==> src/design/cpds_pkg.sv <==
// Shared types, codes and helpers for the clamped pixel depth store.
package cpds_pkg;

    // Request codes
    localparam logic [1:0] REQ_WRITE  = 2'd0;
    localparam logic [1:0] REQ_READ   = 2'd1;
    localparam logic [1:0] REQ_CLEAR  = 2'd2;
    localparam logic [1:0] REQ_PACKED = 2'd3;

    // Configuration register indexes
    localparam logic CFG_X_RES = 1'b0;
    localparam logic CFG_Y_RES = 1'b1;

    localparam int DEF_MAX_WIDTH  = 256;
    localparam int DEF_MAX_HEIGHT = 256;

    localparam logic [8:0]  RES_RESET  = 9'd256;
    localparam logic [11:0] COLOUR_MAX = 12'd4095;
    localparam logic [11:0] CLEAR_GREY = 12'd2048;
    localparam logic [15:0] CLEAR_ALPHA = 16'd1;
    localparam logic [31:0] DEPTH_MAX  = 32'h7FFF_FFFF;
    localparam int          PACK_SHIFT = 4;

    // Index arithmetic width: x + y * w with x, y, w all below 512
    localparam int IDX_W = 18;

    typedef struct packed {
        logic [11:0] red;
        logic [11:0] green;
        logic [11:0] blue;
        logic [15:0] alpha;
        logic [31:0] depth;
    } pixel_t;

    localparam pixel_t CLEAR_PIXEL = '{
        red:   CLEAR_GREY,
        green: CLEAR_GREY,
        blue:  CLEAR_GREY,
        alpha: CLEAR_ALPHA,
        depth: DEPTH_MAX
    };

    // Saturate a signed 16-bit intensity to 0..4095
    function automatic logic [11:0] clamp_colour(input logic signed [15:0] c);
        logic [11:0] r;
        if (c[15])
            r = 12'd0;
        else if (c > $signed({4'd0, COLOUR_MAX}))
            r = COLOUR_MAX;
        else
            r = c[11:0];
        return r;
    endfunction

    // 8-bit scan-out value of a 12-bit intensity
    function automatic logic [7:0] pack_colour(input logic [11:0] c);
        logic [11:0] s;
        s = c >> PACK_SHIFT;
        return s[7:0];
    endfunction

endpackage

==> src/design/cpds_decode.sv <==
// Request decode: effective frame size, range check, pixel index and clear extent.
module cpds_decode
    import cpds_pkg::*;
#(
    parameter int MAX_WIDTH  = DEF_MAX_WIDTH,
    parameter int MAX_HEIGHT = DEF_MAX_HEIGHT,
    parameter int AW         = 16
)
(
    input  logic [8:0]        x_res,
    input  logic [8:0]        y_res,
    input  logic signed [9:0] x,
    input  logic signed [9:0] y,
    output logic              oor,
    output logic [AW-1:0]     addr,
    output logic [AW-1:0]     area_last
);

    logic [12:0]      xr_w;
    logic [12:0]      yr_w;
    logic [12:0]      w_w;
    logic [12:0]      h_w;
    logic [8:0]       w;
    logic [8:0]       h;
    logic [IDX_W-1:0] idx;
    logic [IDX_W-1:0] area;

    // Zero counts as one, anything above the maximum as the maximum
    always_comb
    begin
        xr_w = 13'(x_res);
        yr_w = 13'(y_res);
        if (xr_w == 13'd0)
            w_w = 13'd1;
        else if (xr_w > 13'(MAX_WIDTH))
            w_w = 13'(MAX_WIDTH);
        else
            w_w = xr_w;
        if (yr_w == 13'd0)
            h_w = 13'd1;
        else if (yr_w > 13'(MAX_HEIGHT))
            h_w = 13'(MAX_HEIGHT);
        else
            h_w = yr_w;
        w = w_w[8:0];
        h = h_w[8:0];
    end

    assign oor = x[9] || y[9] || (x[8:0] >= w) || (y[8:0] >= h);

    // In range, x + y * w stays below w * h, which fits the store
    assign idx       = IDX_W'(x[8:0]) + IDX_W'(y[8:0]) * IDX_W'(w);
    assign area      = IDX_W'(w) * IDX_W'(h);
    assign addr      = AW'(idx);
    assign area_last = AW'(area - IDX_W'(1));

endmodule

==> config.mk <==
export PLATFORM = sky130hd
export DESIGN_NAME = cpds_decode
export DESIGN_NICKNAME = d
export VERILOG_FILES = /design/src/design/cpds_pkg.sv /design/src/design/cpds_decode.sv
export SDC_FILE = /design/constraint.sdc
export NUM_CORES = 1
export LEC_CHECK = 0
export BUFFER_PORTS_ARGS = -buffer_cell sky130_fd_sc_hd__buf_2
export CAP_MARGIN = 40
export CORE_MARGIN = 2
export CORE_UTILIZATION = 64
export DETAILED_ROUTE_END_ITERATION = 16
export PLACE_DENSITY = 0.86
export SYNTH_ARGS = -nofsm -noshare
export SYNTH_HDL_FRONTEND = slang
export SYNTH_SLANG_ARGS = --single-unit
==> constraint.sdc <==
create_clock -name vclk -period 15.2
set_input_delay 3.04 -clock vclk [all_inputs]
set_output_delay 3.04 -clock vclk [all_outputs]
set_load 0.1 [all_outputs]
== Yosys cells after proc, flatten, opt, wreduce, memory -nomap -nowiden ==
Index checks and enable logic that the tools add are counted.
Word-level totals
  bits in registers: 0
  bits of input ports: 38
  output and inout bits: 33
  word-level logic and storage cells: 17
Cells by class
  add/sub/neg operators: 2
  multipliers: 2
  magnitude comparators: 4
  multiplexer cells: 4
  reduce and logical (&&, ||, !) cells: 5
Operators with widths (number)
  $mux 9: 4
  $mul 9x9->16: 2
  $ge 9x9->1: 2
  $gt 9x9->1 const B: 2
  $logic_not 9->1: 2
  $add 9x16->16: 1
  $sub 16x1->16 const B: 1
  $logic_or 1x1->1: 3

== Depth between registers and ports, before layout ==
  depth after elaboration: 6
  depth in mapped cells: 24
  depth with buffers taken out: 22

== Worst setup path after synthesis ==
OpenSTA, ideal clock, no wires.
  kind: input port to output port
  start: in x_res[5]
  end: out area_last[15]
  data arrival time: 9.332 ns
  required time: 12.160 ns
  path slack: 2.828 ns
  cell stages on the path: 21
  buffers on the path: 2
  cells stage by stage: nor4_1 a21oi_1 or2_2 clkbuf_1 inv_1 buf_2 nand2_1 ha_1 fa_1 inv_1 fa_1 fa_1 inv_1 fa_1 inv_1 ha_1 o21ai_0 o21ai_0 o211ai_1 o21ai_0 xnor2_1
On the way
  cells in the longest elaborated chain, start to end: 5
Ends and longest elaborated chain
  start, declared: line cpds_decode.sv:10  | input logic [8:0] x_res,
  $gt 9x9->1: line cpds_decode.sv:35  | else if (xr_w > 13'(MAX_WIDTH))
  $mux 9: line cpds_decode.sv:35
  $mux 9 *: line cpds_decode.sv:33  | if (xr_w == 13'd0)
  $mul 9x9->16 *: line cpds_decode.sv:53  | assign area = IDX_W'(w) * IDX_W'(h);
  $sub 16x1->16 *: line cpds_decode.sv:55  | assign area_last = AW'(area - IDX_W'(1));
  end, declared: line cpds_decode.sv:16  | output logic [AW-1:0] area_last
Mark *: on every way between the ends. The rest lies on a longest branch, timed or not.

== Worst setup path after layout ==
  start: in x_res[5]
  end: out area_last[13]
Same word-level chain as after synthesis.

==> metrics.cfg <==
[timing]
worst_slew_pin_slew_ns=0.5923
period_share_pct=79.12
setup_violations=0
hold_violations=0
grt_setup_unrepaired=no
slew_violations=0
whs_ns=6.675
clock.fmax_mhz=83.15
relSlewSlack_pct=60.44
tns_ns=0
post-route-min-period_ns=12.03

[finish]
finalNetCount=1017
diodes=0
clockBufferCount=0
syn2layout_area_growth_pct=8.344
nFillCells=733
drive_above_1_share_pct=10.97
nFlopsAndLatches=0
stdcell_area_mm2=0.006352
register_area_um2=0
fin_util_pct=72.14

[global_routing]
grt_pass1_vias=5253
gr-total-overflow=0
antenna_found_initial=0
grt.total_usage_pct=30.66
grt_max_degree=22
grt_pass1_wl_um=24510

[yosys]
synthTopCellsByArea=fa_1 (37%), ha_1 (22%), inv_1 (8.9%), nand2_1 (5.1%), and2_1 (4.2%)
syn-num-nets=952
yosysTopAreaCell=fa_1
yosysTopAreaCellShare_pct=36.53
synthDistinctLibCells=38
syn_area_mm2=0.005863
syn_inst=703
ys_seq_area_share_pct=0
netlist_top_cells_count=inv_1 (139), fa_1 (107), ha_1 (104)
synth.avg_cell_area_um2=8.340
yosysWarnings=0
yosysMostFrequentCell=inv_1

[place]
dp_hpwl_um=12190
placed_cell_area_mm2=0.006352
portBuffers=71
place_congestion=0.9479

[clock_tree]
cts-resized-gates=0
post-cts-setup-buffers=0
hold_buffers=0

[setup_path]
startpoint=x_res[5]
critPathTopFamily=adder cells
required_ns=12.16
crit_path_end=area_last[13]
startpoint_type=input pin
worstPathArrival_ns=8.99
critPathKind=in2out
critPathBufInv=6
crit_slowest_cell=fa_1
critPathMaxStageDelay_ns=0.56
crit_path_max_fanout=14
crit_path_end_kind=output pin
worstPathCellList=buf_2 -> nor4_1 -> a21oi_1 -> or2_2 -> inv_1 -> nand2_1 -> ha_1 -> fa_1 -> inv_1 -> fa_1 -> fa_1 -> inv_1 -> fa_1 -> inv_1 -> ha_1 -> o21ai_0 -> o21ai_0 -> o211ai_1 -> o21bai_1 -> a21oi_1 -> xnor2_1 -> buf_2
cp.depth=22

[floorplan]
initial_core_util_pct=66.58
rows=34
dieWidth_um=99.72
core_mm2=0.008806
io_pins=71
dieHeight_um=99.72
dieArea_mm2=0.009943

[hold_path]
hp-start=x[0]
hold_path.class=in2out

[outcome]
status=finished clean

[routing]
final_antenna_net_count=0
avgViaCountPerCell=5.695
drt_wl_total_um=14290
drt_iter0_drc=256
vias=4977
routedWlPerCell_um=16.35
remaining_drc_errors=0
firstDrtPassIters=5

[power_and_ir_drop]
leakage_nw=3.537
ir_worst_vdd_mv=0.2557
power_density_mw_per_mm2=168.9

[flow_run]
maxCapViolCount=0

[power breakdown]
group	switching [W]	internal [W]	total, W	leakage, nW
Sequential	0	0	0	0
Clock	0	0	0	0
Combinational	0.000833	0.000240	0.00107	3.54
[cells by family (layout without fill, tap and decap cells)]
kind of cell / Yosys count / after routing / share of synthesized area [%]
compound gates: 76 / 76 / 8.643
xor+xnor: 32 / 32 / 4.780
fa+ha+maj: 211 / 211 / 58.73
buf+inv: 158 / 221 / 10.14
simple gates: 226 / 226 / 17.71
[area by class of cell]
class / count / area (um2) / share of cell area (%)
Multi-Input combinational cell: 545 / 5269 / 82.94
Tap cell: 108 / 135.1 / 2.127
Timing Repair Buffer: 79 / 415.4 / 6.539
Inverter: 142 / 533.0 / 8.391
[metal layers]
layer,global-route usage [%],routed length (um),vias to the layer above
met5,0,0,-
met4,3.583,238,0
met3,3.935,1127,23
met2,55.56,7202,208
met1,40.69,5718,2415
li1,-,-,2331
[stage by stage]
| step | std cells | worst slack (ns) | total power [W] |
|---|---|---|---|
| after global placement | 874 | 3.416 | 0.001039 |
| after floorplan | 703 | 2.828 | 0.0009070 |
| after detailed placement | 874 | 3.213 | 0.001067 |
| final | 874 | 3.174 | 0.001073 |
| after global routing | 874 | 2.783 | 0.001143 |
| after CTS | 874 | 3.199 | 0.001073 |
[cell usage in the layout, fill, tap and decap left out, types with 10 or more instances in the layout]
master,synthesis,layout
a21o_1,10,10
a21oi_1,17,17
and2_1,39,39
buf_2,1,71
fa_1,107,107
ha_1,104,104
inv_1,139,139
nand2_1,80,80
nor2_1,65,65
nor2b_1,12,12
nor3_1,11,11
o21ai_0,17,17
xnor2_1,23,23
[worst min-delay path by stage]
stage,endpoint,cells after the start
2_1_floorplan,addr[0],1
6_report,addr[0],3
5_1_grt,addr[0],3
3_5_place_dp,addr[0],3
4_1_cts,addr[0],3
3_3_place_gp,addr[0],3
(Power assumes the default switching activity.)
